<file path="config.mk">
export PLATFORM = sky130hd
export DESIGN_NAME = sngj_ctrl
export DESIGN_NICKNAME = d
export VERILOG_FILES = /design/src/sngj_pkg.sv /design/src/sngj_ctrl.sv
export VERILOG_INCLUDE_DIRS = /design/src /design/src/src
export SDC_FILE = /design/constraint.sdc
export NUM_CORES = 1
export LEC_CHECK = 0
export ABC_AREA = 1
export BUFFER_PORTS_ARGS = -buffer_cell sky130_fd_sc_hd__buf_2
export CORE_ASPECT_RATIO = 0.9
export CORE_MARGIN = 2
export CORE_UTILIZATION = 50
export CTS_BUF_LIST = sky130_fd_sc_hd__clkbuf_4 sky130_fd_sc_hd__clkbuf_8
export CTS_CLUSTER_DIAMETER = 150
export CTS_CLUSTER_SIZE = 20
export DETAILED_ROUTE_END_ITERATION = 10
export GPL_TIMING_DRIVEN = 0
export PLACE_DENSITY = 0.74
export SYNTH_ARGS = -nofsm -noshare
export SYNTH_HDL_FRONTEND = slang
export SYNTH_SLANG_ARGS = --single-unit
export TNS_END_PERCENT = 20
</file>
<file path="constraint.sdc">
create_clock -name clk -period 4.16 [get_ports clk]
set_input_delay 0 -clock clk [delete_from_list [all_inputs] [get_ports clk]]
set_output_delay 0 -clock clk [all_outputs]
set_load 0.005 [all_outputs]
</file>
<file path="src/assert_macros.svh">
// Assertion macros shared by the RTL files.
`ifndef ASSERT_MACROS_SVH
`define ASSERT_MACROS_SVH
`ifndef SYNTH
`define SNGJ_ASSERT(lbl, clk_s, rstn_s, prop) \
	lbl: assert property (@(posedge clk_s) disable iff (!rstn_s) (prop)) \
		else $error("sngj assertion failed");
`define SNGJ_NEVER(lbl, clk_s, rstn_s, cond) \
	lbl: assert property (@(posedge clk_s) disable iff (!rstn_s) !(cond)) \
		else $error("sngj forbidden condition");
`else
`define SNGJ_ASSERT(lbl, clk_s, rstn_s, prop)
`define SNGJ_NEVER(lbl, clk_s, rstn_s, cond)
`endif
`endif

</file>
<file path="src/sngj_pkg.sv">
package sngj_pkg;

	localparam int COUNT_WIDTH_DEF = 32;
	localparam int GAP_WIDTH_DEF = 32;
	localparam int CNT_W = 7;

	localparam logic [1:0] SEQ_MODE_8 = 2'd0;
	localparam logic [1:0] SEQ_MODE_16 = 2'd1;
	localparam logic [1:0] SEQ_MODE_32 = 2'd2;
	localparam logic [1:0] SEQ_MODE_RSVD = 2'd3;

	typedef enum logic [3:0] {
		S_IDLE,
		S_DIVG,
		S_GTAKE,
		S_MULQ,
		S_SQADD,
		S_CHK,
		S_DIVM,
		S_MTAKE,
		S_MULS,
		S_SLOAD,
		S_DIVS,
		S_DLOAD,
		S_DIVV,
		S_VTAKE,
		S_SQRT,
		S_DONE
	} state_t;

	typedef enum logic [1:0] {
		DSRC_MEAN,
		DSRC_SQ,
		DSRC_DIFF
	} div_src_t;

	typedef struct packed {
		logic capture;
		logic div_load;
		div_src_t div_src;
		logic div_step;
		logic gtake;
		logic mul_step;
		logic [2:0] mul_idx;
		logic sq_add;
		logic mtake;
		logic sqrt_load;
		logic sqrt_step;
		logic out_load;
	} cmd_t;

	typedef struct packed {
		logic have_prev;
		logic last;
		logic count_nz;
		logic out_free;
	} stat_t;

endpackage

</file>
<file path="src/sngj_ctrl.sv">
`include "assert_macros.svh"

module sngj_ctrl (
	input logic clk,
	input logic arst_n,
	input logic in_valid,
	output logic in_ready,
	input sngj_pkg::stat_t status,
	output sngj_pkg::cmd_t cmd
);

	sngj_pkg::state_t st_q, nxt_st;
	logic [sngj_pkg::CNT_W-1:0] cnt_q, nxt_cnt;

	always_ff @(posedge clk or negedge arst_n) begin
		if (!arst_n) begin
			st_q <= sngj_pkg::S_IDLE;
			cnt_q <= '0;
		end else begin
			st_q <= nxt_st;
			cnt_q <= nxt_cnt;
		end
	end

	always_comb begin
		nxt_st = st_q;
		nxt_cnt = cnt_q;
		cmd = '0;
		cmd.div_src = sngj_pkg::DSRC_MEAN;
		cmd.mul_idx = cnt_q[2:0];
		in_ready = 1'b0;
		case (st_q)
			sngj_pkg::S_IDLE: begin
				in_ready = 1'b1;
				if (in_valid) begin
					cmd.capture = 1'b1;
					nxt_cnt = '1;
					nxt_st = status.have_prev ? sngj_pkg::S_DIVG : sngj_pkg::S_CHK;
				end
			end
			sngj_pkg::S_DIVG: begin
				cmd.div_step = 1'b1;
				nxt_cnt = cnt_q - 1'b1;
				if (cnt_q == sngj_pkg::CNT_W'(64)) begin
					nxt_st = sngj_pkg::S_GTAKE;
				end
			end
			sngj_pkg::S_GTAKE: begin
				cmd.gtake = 1'b1;
				nxt_cnt = '0;
				nxt_st = sngj_pkg::S_MULQ;
			end
			sngj_pkg::S_MULQ: begin
				cmd.mul_step = 1'b1;
				nxt_cnt = cnt_q + 1'b1;
				if (cnt_q == sngj_pkg::CNT_W'(4)) begin
					nxt_st = sngj_pkg::S_SQADD;
				end
			end
			sngj_pkg::S_SQADD: begin
				cmd.sq_add = 1'b1;
				nxt_st = sngj_pkg::S_CHK;
			end
			sngj_pkg::S_CHK: begin
				if (status.last && status.count_nz) begin
					cmd.div_load = 1'b1;
					cmd.div_src = sngj_pkg::DSRC_MEAN;
					nxt_cnt = '1;
					nxt_st = sngj_pkg::S_DIVM;
				end else begin
					nxt_st = sngj_pkg::S_DONE;
				end
			end
			sngj_pkg::S_DIVM: begin
				cmd.div_step = 1'b1;
				nxt_cnt = cnt_q - 1'b1;
				if (cnt_q == sngj_pkg::CNT_W'(64)) begin
					nxt_st = sngj_pkg::S_MTAKE;
				end
			end
			sngj_pkg::S_MTAKE: begin
				cmd.mtake = 1'b1;
				nxt_cnt = '0;
				nxt_st = sngj_pkg::S_MULS;
			end
			sngj_pkg::S_MULS: begin
				cmd.mul_step = 1'b1;
				nxt_cnt = cnt_q + 1'b1;
				if (cnt_q == sngj_pkg::CNT_W'(4)) begin
					nxt_st = sngj_pkg::S_SLOAD;
				end
			end
			sngj_pkg::S_SLOAD: begin
				cmd.div_load = 1'b1;
				cmd.div_src = sngj_pkg::DSRC_SQ;
				nxt_cnt = '1;
				nxt_st = sngj_pkg::S_DIVS;
			end
			sngj_pkg::S_DIVS: begin
				cmd.div_step = 1'b1;
				nxt_cnt = cnt_q - 1'b1;
				if (cnt_q == '0) begin
					nxt_st = sngj_pkg::S_DLOAD;
				end
			end
			sngj_pkg::S_DLOAD: begin
				cmd.div_load = 1'b1;
				cmd.div_src = sngj_pkg::DSRC_DIFF;
				nxt_cnt = '1;
				nxt_st = sngj_pkg::S_DIVV;
			end
			sngj_pkg::S_DIVV: begin
				cmd.div_step = 1'b1;
				nxt_cnt = cnt_q - 1'b1;
				if (cnt_q == '0) begin
					nxt_st = sngj_pkg::S_VTAKE;
				end
			end
			sngj_pkg::S_VTAKE: begin
				cmd.sqrt_load = 1'b1;
				nxt_cnt = sngj_pkg::CNT_W'(31);
				nxt_st = sngj_pkg::S_SQRT;
			end
			sngj_pkg::S_SQRT: begin
				cmd.sqrt_step = 1'b1;
				nxt_cnt = cnt_q - 1'b1;
				if (cnt_q == '0) begin
					nxt_st = sngj_pkg::S_DONE;
				end
			end
			sngj_pkg::S_DONE: begin
				if (status.out_free) begin
					cmd.out_load = 1'b1;
					nxt_st = sngj_pkg::S_IDLE;
				end
			end
			default: begin
				nxt_st = sngj_pkg::S_IDLE;
			end
		endcase
	end

	// The counter runs from 127 down to 64 for a 64-bit quotient, and to 0 for 128 bits.
	`SNGJ_ASSERT(a_busy_after_accept, clk, arst_n, cmd.capture |=> !in_ready)
	`SNGJ_ASSERT(a_load_when_free, clk, arst_n, cmd.out_load |-> status.out_free)
	`SNGJ_ASSERT(a_gap_div_ends, clk, arst_n,
		(st_q == sngj_pkg::S_DIVG && cnt_q == sngj_pkg::CNT_W'(64)) |=>
		(st_q == sngj_pkg::S_GTAKE))

endmodule

</file>
==> qor.txt, run 1 <==
Hold-critical path depth = 4
Buffer type at the clock tree root = clkbuf_4
Cells along the critical path = inv_2 -> nand2_1 -> nand2_1 -> nand3_1 -> ha_1 -> a21oi_1 -> or2_2 -> nand3_1 -> nand2_1 -> nand3_1 -> a21oi_1
Synth top area cells = dfrtp_1 24%, nand2_1 14%, nor2_1 8.9%, inv_1 7.3%, nand3_1 6.6%
Most frequent cells in the layout = 42 x nand2_1, 27 x nor2_1, 22 x inv_1, 22 x buf_2, 15 x nand3_1
Antenna violations before repair = 0
Tightest slew margin relative to the limit = 79.7%
Number of failing setup endpoints in the final timing report = 0
Status = complete, no violations
Largest fanout of any net on the critical path = 7
Number of nets in the synthesized netlist = 193
Initial core utilization = 52.5%
TritonCTS Buffers = 3
Later-pin clock latency in the skew report = 270 ps
Number of rows created at floorplan = 16
Critical path's top delay family = simple AND/OR/NAND/NOR gates
Final Slew Violations = 0
Biggest cell delay along the critical path = 480 ps
Total track usage = 23.6%
Max Fclk = 0.438 GHz
Final core occ = 60.9%
Worst min-delay path category = in2reg
Final wirelength = 2660 um
Die span in x = 54.2 um
Cell variety after synth = 30
Cell with the biggest individual delay on the critical path = dfrtp_1
Number of DRC markers after the initial detailed-route iteration = 46
Overall overflow remaining after global route = 0
DRC violation count after routing = 0
Vias in the first global route = 1121
Critical path startpoint category = register
Endpoint class of the critical path = register
Height of the die = 49.2 um
ANT nets after route = 0
Detailed-route via count = 1196
Routability Congestion = 0.988
Filler Cells Inserted = 220
Area of the die = 0.00267 sq mm
Total number of H-tree levels = 1
Post-detailed-route wirelength per cell = 11.4 um
Yosys reg bits = 11
Top-area cell type share of the netlist area = 24.3%
Register-to-Register Setup Slack = 1880 ps
Final instance count without filler cells = 234
Post-synthesis instance area = 0.00113 sq mm
Ports = 23
Diodes inserted = 0
Count of warnings emitted by yosys = 0
Hold bufs inserted after CTS = 1
Share of cells above drive strength 1 = 26.1%
Critical path class = reg2reg
Number of clock sinks = 11
Growth of design area from synthesis to finish = 16.0%
Worst Skew = 6.41 ps
Number of gates resized after CTS = 0
Critical path destination = cnt_q[5]$_DFFE_PN0P_
Max Cap Viol = 0
PortBufs = 22
Synthesized area per cell = 6.30 sq um
Final HPWL DP = 2240 um
Critical Path RT = 4320 ps
Wire length of the first global-routing pass = 4670 um
Total count of hold-check failures in the final report = 0
Setup TNS = 0 ps
Synthesized instance count = 180
Clock-pin slew on the worst setup and hold paths = 80 ps
Setup Buffers After CTS = 0
Crit share post-route = 54.8%
Least-Margin Pin Slew = 304 ps
Core Region = 0.00216 sq mm
CTS tree = built
Cell count along the critical path = 11
Number of buffers on the longest clock path = 2
Final #Nets = 221
Final setup slack of the worst path = 1880 ps
R2r startpoint = st_q[1]$_DFFE_PN0P_
Area leader, netlist = dfrtp_1
Worst setup path startpoint = st_q[1]$_DFFE_PN0P_
Most common cell after layout, fill and taps aside = nand2_1
Worst R2R Path Depth = 11
Arr. time, crit path = 2450 ps
Crit Reg-Reg Endpoint = cnt_q[5]$_DFFE_PN0P_
Fraction of the yosys area taken by sequential cells = 24.3%
Average vias per placed instance = 5.11
Placed cell count = 229
Shortest clock period the worst path allows after layout = 2280 ps
CP Buf/Inv Count = 1
Pin count of the biggest net entering global routing = 12
Setup repair after global routing missed its margin = no
Total iterations of the first detailed-routing run = 4
Worst setup slack after placement = 1890 ps
[metal layers]
layer | global-route usage [%] | routed length, um
met5 | 0 | 0
met4 | 3.75 | 19
met1 | 33.1 | 1260
met2 | 37.3 | 1180
met3 | 5.52 | 202
[flip-flops by register name, indices dropped and copies added, names as in the netlist]
name / cells
cnt_q: 7
st_q: 4
[metrics by stage]
step	hold WS, ps	area [sq um]
after global placement	-124	1280
after CTS	102	1320
after global routing	138	1320
after floorplan	-296	1130
final	105	1320
after detailed placement	-122	1280
[cells in the mapped netlist]
cell type,number
nand2_1,42
nor2_1,27
inv_1,22
nand3_1,15
dfrtp_1,11
inv_2,9
a21oi_1,6
ha_1,5
nor3_1,5
o21ai_1,5
buf_4,4
nand2_2,4
nand4_1,4
nor2_2,3
or2_2,2
xnor2_1,2
a21oi_2,1
a21oi_4,1
clkinv_1,1
fa_1,1
nand2_4,1
nand3_4,1
nor3_2,1
o2111ai_1,1
o211ai_1,1
o21ai_0,1
o21ai_2,1
o21bai_1,1
o22ai_1,1
or2_0,1
[cells by family (layout without fill, tap and decap cells)]
| kind of cell | after synthesis | in the layout | synth area share (%) |
|---|---|---|---|
| AO/OA/AOI/OAI | 19 | 19 | 10.9 |
| XOR/XNOR | 2 | 2 | 1.54 |
| adder cells (fa/ha/maj) | 6 | 6 | 7.28 |
| buffers and inverters | 36 | 63 | 13.2 |
| flip-flops | 11 | 11 | 24.3 |
| AND/OR/NAND/NOR | 106 | 106 | 42.8 |
[tightest hold or removal path, delay by kind of cell]
kind	cells	cell delay [ps]
simple gates	2	140
compound gates	1	110
buf+inv	1	80
[how the worst min path moves through the flow]
stage               from                   end
2_1_floorplan     arst_n  cnt_q[0]$_DFFE_PN0P_
3_3_place_gp      arst_n  cnt_q[5]$_DFFE_PN0P_
3_5_place_dp      arst_n  cnt_q[5]$_DFFE_PN0P_
4_1_cts        status[3]   st_q[2]$_DFFE_PN0P_
5_1_grt           arst_n  cnt_q[6]$_DFFE_PN0P_
6_report       status[3]   st_q[2]$_DFFE_PN0P_
[cell type report]
class | count | area, sq um | area share (%)
sequential | 11 | 275 | 20.9
inverter | 32 | 120 | 9.13
multi-input combinational | 133 | 709 | 53.9
buffer | 4 | 30.0 | 2.28
clock buffer | 3 | 22.5 | 1.71
timing repair buffer | 23 | 120 | 9.13
tap | 27 | 33.8 | 2.57
clock inverter | 1 | 5.00 | 0.380
Power of run 1 is left out: the tool's default activity adds up to more than one toggle a clock period on the data nets, which glitch-free logic cannot reach.
==> inputs of run 2 (changes only) <==
Clock period 4.16 ns to 2.1 ns, I/O delays scaled along.
==> qor.txt, run 2 (synthesis results as in run 1) <==
Final core occ = 71.7%
Growth of design area from synthesis to finish = 36.6%
Total count of hold-check failures in the final report = 0
Critical path class = reg2reg
Post-detailed-route wirelength per cell = 12.8 um
Final wirelength = 3140 um
CTS tree = built
Total number of H-tree levels = 1
Largest Register = cnt_q
Die span in x = 54.2 um
Later-pin clock latency in the skew report = 280 ps
Clock-pin slew on the worst setup and hold paths = 80 ps
Worst Skew = 9.43 ps
Share of cells above drive strength 1 = 39.2%
Number of buffers on the longest clock path = 2
Status = complete, no violations
Pin count of the biggest net entering global routing = 12
Biggest regs = cnt_q: 7 flops, st_q: 4 flops
Number of clock sinks = 11
Most Crowded Layer GR = met2
Final HPWL DP = 2240 um
Diodes inserted = 0
Met1 track demand over resource = 34.0%
Arr. time, crit path = 2240 ps
Endpoint class of the critical path = register
Flip-flop count of the largest register after layout = 7
Routability Congestion = 0.988
DRC violation count after routing = 0
Number of failing setup endpoints in the final timing report = 0
Worst min-delay path category = in2reg
Most frequent cells in the layout = 37 x nand2_1, 24 x nor2_1, 22 x buf_2
Core Region = 0.00216 sq mm
Final #Nets = 231
Initial core utilization = 52.5%
Overall overflow remaining after global route = 0
Met3 track utilization from global routing = 5.52%
Number of rows created at floorplan = 16
Wire length of the first global-routing pass = 4820 um
Shortest clock period the worst path allows after layout = 2060 ps
TritonCTS Buffers = 3
Filler Cells Inserted = 175
Placed cell count = 229
PortBufs = 22
Tightest slew margin relative to the limit = 82.3%
Average vias per placed instance = 5.31
Ports = 23
Vias in the first global route = 1152
Height of the die = 49.2 um
Final instance count without filler cells = 244
Buffer type at the clock tree root = clkbuf_4
Least-Margin Pin Slew = 265 ps
Max Fclk = 0.486 GHz
Final Slew Violations = 0
Most common cell after layout, fill and taps aside = nand2_1
Area of the die = 0.00267 sq mm
Met2 layer usage reported by global route = 38.8%
Crit share post-route = 98.0%
Number of DRC markers after the initial detailed-route iteration = 67
Critical path startpoint category = register
Max Cap Viol = 0
ANT nets after route = 0
Total iterations of the first detailed-routing run = 4
Antenna violations before repair = 0
Total track usage = 24.4%
Critical Path RT = 2280 ps
Largest fanout of any net on the critical path = 8
Detailed-route via count = 1295
-- run 2: cell types whose count changed in the layout (fill, tap and decap cells not counted), sizes merged --
| cell | change |
|---|---|
| buf | +10 |
-- run 2: per-layer routing --
| layer | up-vias | part of all wire [%] |
|---|---|---|
| li1 | 647 | - |
| met1 | 591 | 44 |
| met2 | 53 | 47 |
| met3 | 4 | 8.2 |
| met4 | 0 | 0.64 |
| met5 | - | 0 |
-- run 2: repair_timing --
| action | in CTS | in global routing |
|---|---|---|
| gates resized for setup | 10 | 25 |
| hold buffers | 1 | 0 |
| setup buffers | 1 | 9 |
| pin swaps | 1 | 8 |
| cloned | 0 | 0 |
| hold endpoints to repair | 11 | 0 |
| setup endpoints to repair | 5 | 5 |
-- run 2: critical path, cell delays in order, from the launching register on --
cell,delay (ps)
dfrtp_1,350
buf_6,150
inv_4,50
nor2_4,160
nand2_4,90
nand3_4,110
buf_4,120
inv_1,40
fa_2,370
o21bai_2,170
xnor2_1,140
nor2_1,60
nor2_1,100
nor2_1,40
-- run 2: metrics by stage --
step	hold slack, ps	worst slack, ps	TNS, ps	area (sq um)
after global placement	-124	-114	-408	1280
after CTS	102	-2.56	-2.56	1400
after detailed placement	-122	-170	-686	1280
final	103	41.8	0	1550
after global routing	135	-62.5	-80.8	1550
after floorplan	-296	94.6	0	1130
-- run 2: worst paths after layout --
kind,from,endpoint,cells after the start,slack [ps]
worst max-delay path,st_q[0]$_DFFE_PN0P_,cnt_q[4]$_DFFE_PN0P_,13,40
worst min-delay path,status[3],st_q[2]$_DFFE_PN0P_,4,100
worst max register to register,st_q[0]$_DFFE_PN0P_,cnt_q[4]$_DFFE_PN0P_,13,40
worst min register to register,cnt_q[0]$_DFFE_PN0P_,cnt_q[0]$_DFFE_PN0P_,2,580
max in group asynchronous,arst_n,st_q[1]$_DFFE_PN0P_,2,1760
min in group asynchronous,arst_n,cnt_q[5]$_DFFE_PN0P_,2,110
-- run 2: area by class of cell --
| cell class | instances | area, sq um | area share, % |
|---|---|---|---|
| Multi-Input combinational cell | 133 | 841 | 54.2 |
| Sequential cell | 11 | 279 | 18.0 |
| Timing Repair Buffer | 33 | 208 | 13.4 |
| Inverter | 32 | 128 | 8.23 |
| Buffer | 4 | 33.8 | 2.18 |
| Tap cell | 27 | 33.8 | 2.18 |
| Clock buffer | 3 | 22.5 | 1.45 |
| Clock inverter | 1 | 5.00 | 0.323 |
Power of run 2 is left out for the same reason.
==> inputs of run 3 (changes only) <==
Settings changed: CORE_UTILIZATION 50 to 25, PLACE_DENSITY 0.74 to not set.
Clock period 2.1 ns to 2.2 ns, I/O delays scaled along.
==> qor.txt, run 3 (synthesis results as in run 1) <==
Status = complete, no violations
Setup TNS = 0 ps
Capture endpoint of the worst hold path = st_q[2]$_DFFE_PN0P_
Final instance count without filler cells = 270
DRC violation count after routing = 0
PortBufs = 22
Worst hold slack = 151 ps
Antenna violations before repair = 0
Detailed-route via count = 1168
Critical path startpoint category = register
Area of the die = 0.00509 sq mm
Number of DRC markers after the initial detailed-route iteration = 29
Crit Reg-Reg Endpoint = cnt_q[6]$_DFFE_PN0P_
Core Region = 0.00440 sq mm
Critical Path Most Common Cell = nand3_1
Number of clock sinks = 11
Shortest clock period the worst path allows after layout = 2080 ps
Growth of design area from synthesis to finish = 31.1%
Post-detailed-route wirelength per cell = 10.2 um
Final wirelength = 2750 um
Wire length of the first global-routing pass = 4460 um
Critical path class = reg2reg
Initial core utilization = 25.8%
Ports = 23
Worst Skew = 2.43 ps
Total number of H-tree levels = 1
Largest Register = cnt_q
Arr. time, crit path = 2250 ps
Number of buffers on the longest clock path = 2
Number of failing setup endpoints in the final timing report = 0
Worst setup path startpoint = st_q[0]$_DFFE_PN0P_
Clock-pin slew on the worst setup and hold paths = 50 ps
Cell with the biggest individual delay on the critical path = fa_2
Max Fclk = 0.481 GHz
Critical path's top delay family = simple AND/OR/NAND/NOR gates
Max Cap Viol = 0
Biggest regs = cnt_q: 7 flops, st_q: 4 flops
Final Slew Violations = 0
Cells along the critical path = buf_4 -> nor2_2 -> nand2_2 -> nand3_4 -> inv_1 -> fa_2 -> nor3_2 -> nor2_1 -> nand3_1 -> nand3_1 -> a21oi_1
Number of rows created at floorplan = 23
Least-Margin Pin Slew = 291 ps
Height of the die = 67.9 um
CTS tree = built
ANT nets after route = 0
TritonCTS Buffers = 3
Critical Path RT = 2370 ps
Vias in the first global route = 1014
Largest fanout of any net on the critical path = 9
Total track usage = 11.4%
Register-to-Register Setup Slack = 120 ps
Total iterations of the first detailed-routing run = 4
Pin count of the biggest net entering global routing = 12
Overall overflow remaining after global route = 0
Later-pin clock latency in the skew report = 240 ps
Routability Congestion = 0.859
Final #Nets = 222
Biggest cell delay along the critical path = 390 ps
Crit share post-route = 94.4%
Share of cells above drive strength 1 = 33.7%
Total count of hold-check failures in the final report = 0
Hold-critical path depth = 4
Die span in x = 75.0 um
CP Buf/Inv Count = 2
Final core occ = 33.8%
Buffer type at the clock tree root = clkbuf_8
Worst R2R Path Depth = 11
Hold Path Origin = status[3]
Diodes inserted = 0
R2r startpoint = st_q[0]$_DFFE_PN0P_
Placed cell count = 264
Endpoint class of the critical path = register
Flip-flop count of the largest register after layout = 7
Most frequent cells in the layout = 39 x nand2_1, 25 x nor2_1, 22 x inv_1, 22 x buf_2, 14 x nand3_1
Average vias per placed instance = 4.33
Worst min-delay path category = in2reg
Setup repair after global routing missed its margin = yes
Most common cell after layout, fill and taps aside = nand2_1
Tightest slew margin relative to the limit = 80.5%
Final HPWL DP = 2170 um
-- run 3: worst max-delay path by stage --
stage / to / slack [ps] / cells after the start
global placement: cnt_q[6]$_DFFE_PN0P_ / -100 / 11
detailed placement: cnt_q[6]$_DFFE_PN0P_ / -70 / 11
CTS: cnt_q[6]$_DFFE_PN0P_ / 0.8 / 11
global route: cnt_q[5]$_DFFE_PN0P_ / -50 / 10
finish: cnt_q[6]$_DFFE_PN0P_ / 120 / 11
floorplan: cnt_q[5]$_DFFE_PN0P_ / 190 / 12
-- run 3: area by class of cell --
cell class | count | area, sq um
fillers | 470 | 2920
multi-input cells | 133 | 808
flip-flops and latches | 11 | 278
repair buffers | 24 | 128
inverters | 32 | 120
well taps | 62 | 77.6
clock buffers | 3 | 41.3
plain buffers | 4 | 30.0
clock inverters | 1 | 5.00
-- run 3: stage by stage --
step / instance area [sq um] / setup WS [ps]
2_1_floorplan: 1130 / 195
3_3_place_gp: 1320 / -97.7
3_5_place_dp: 1320 / -71.5
4_1_cts: 1380 / 0.802
5_1_grt: 1490 / -46.4
6_report: 1490 / 123
-- run 3: worst min-delay path, cell delays in order --
cell and delay (ps):
buf_2 80, o2111ai_1 120, nand3_1 110, nand2_1 60
-- run 3: timing repair --
action | in CTS | in global routing
endpoints found under the hold margin | 11 | 0
resized for setup | 1 | 17
pin swaps | 0 | 2
endpoints found under the setup margin | 4 | 5
hold buffers | 1 | 0
setup buffers | 0 | 1
cloned | 0 | 0
-- run 3: metal layers --
layer | track usage (%) | up-vias | share of wire [%]
met3 | 3.09 | 0 | 4.0
met1 | 16.5 | 521 | 49
li1 | - | 628 | -
met2 | 17.1 | 19 | 47
met4 | 2.01 | 0 | 0
met5 | 0 | - | 0
Power of run 3 is left out for the same reason.
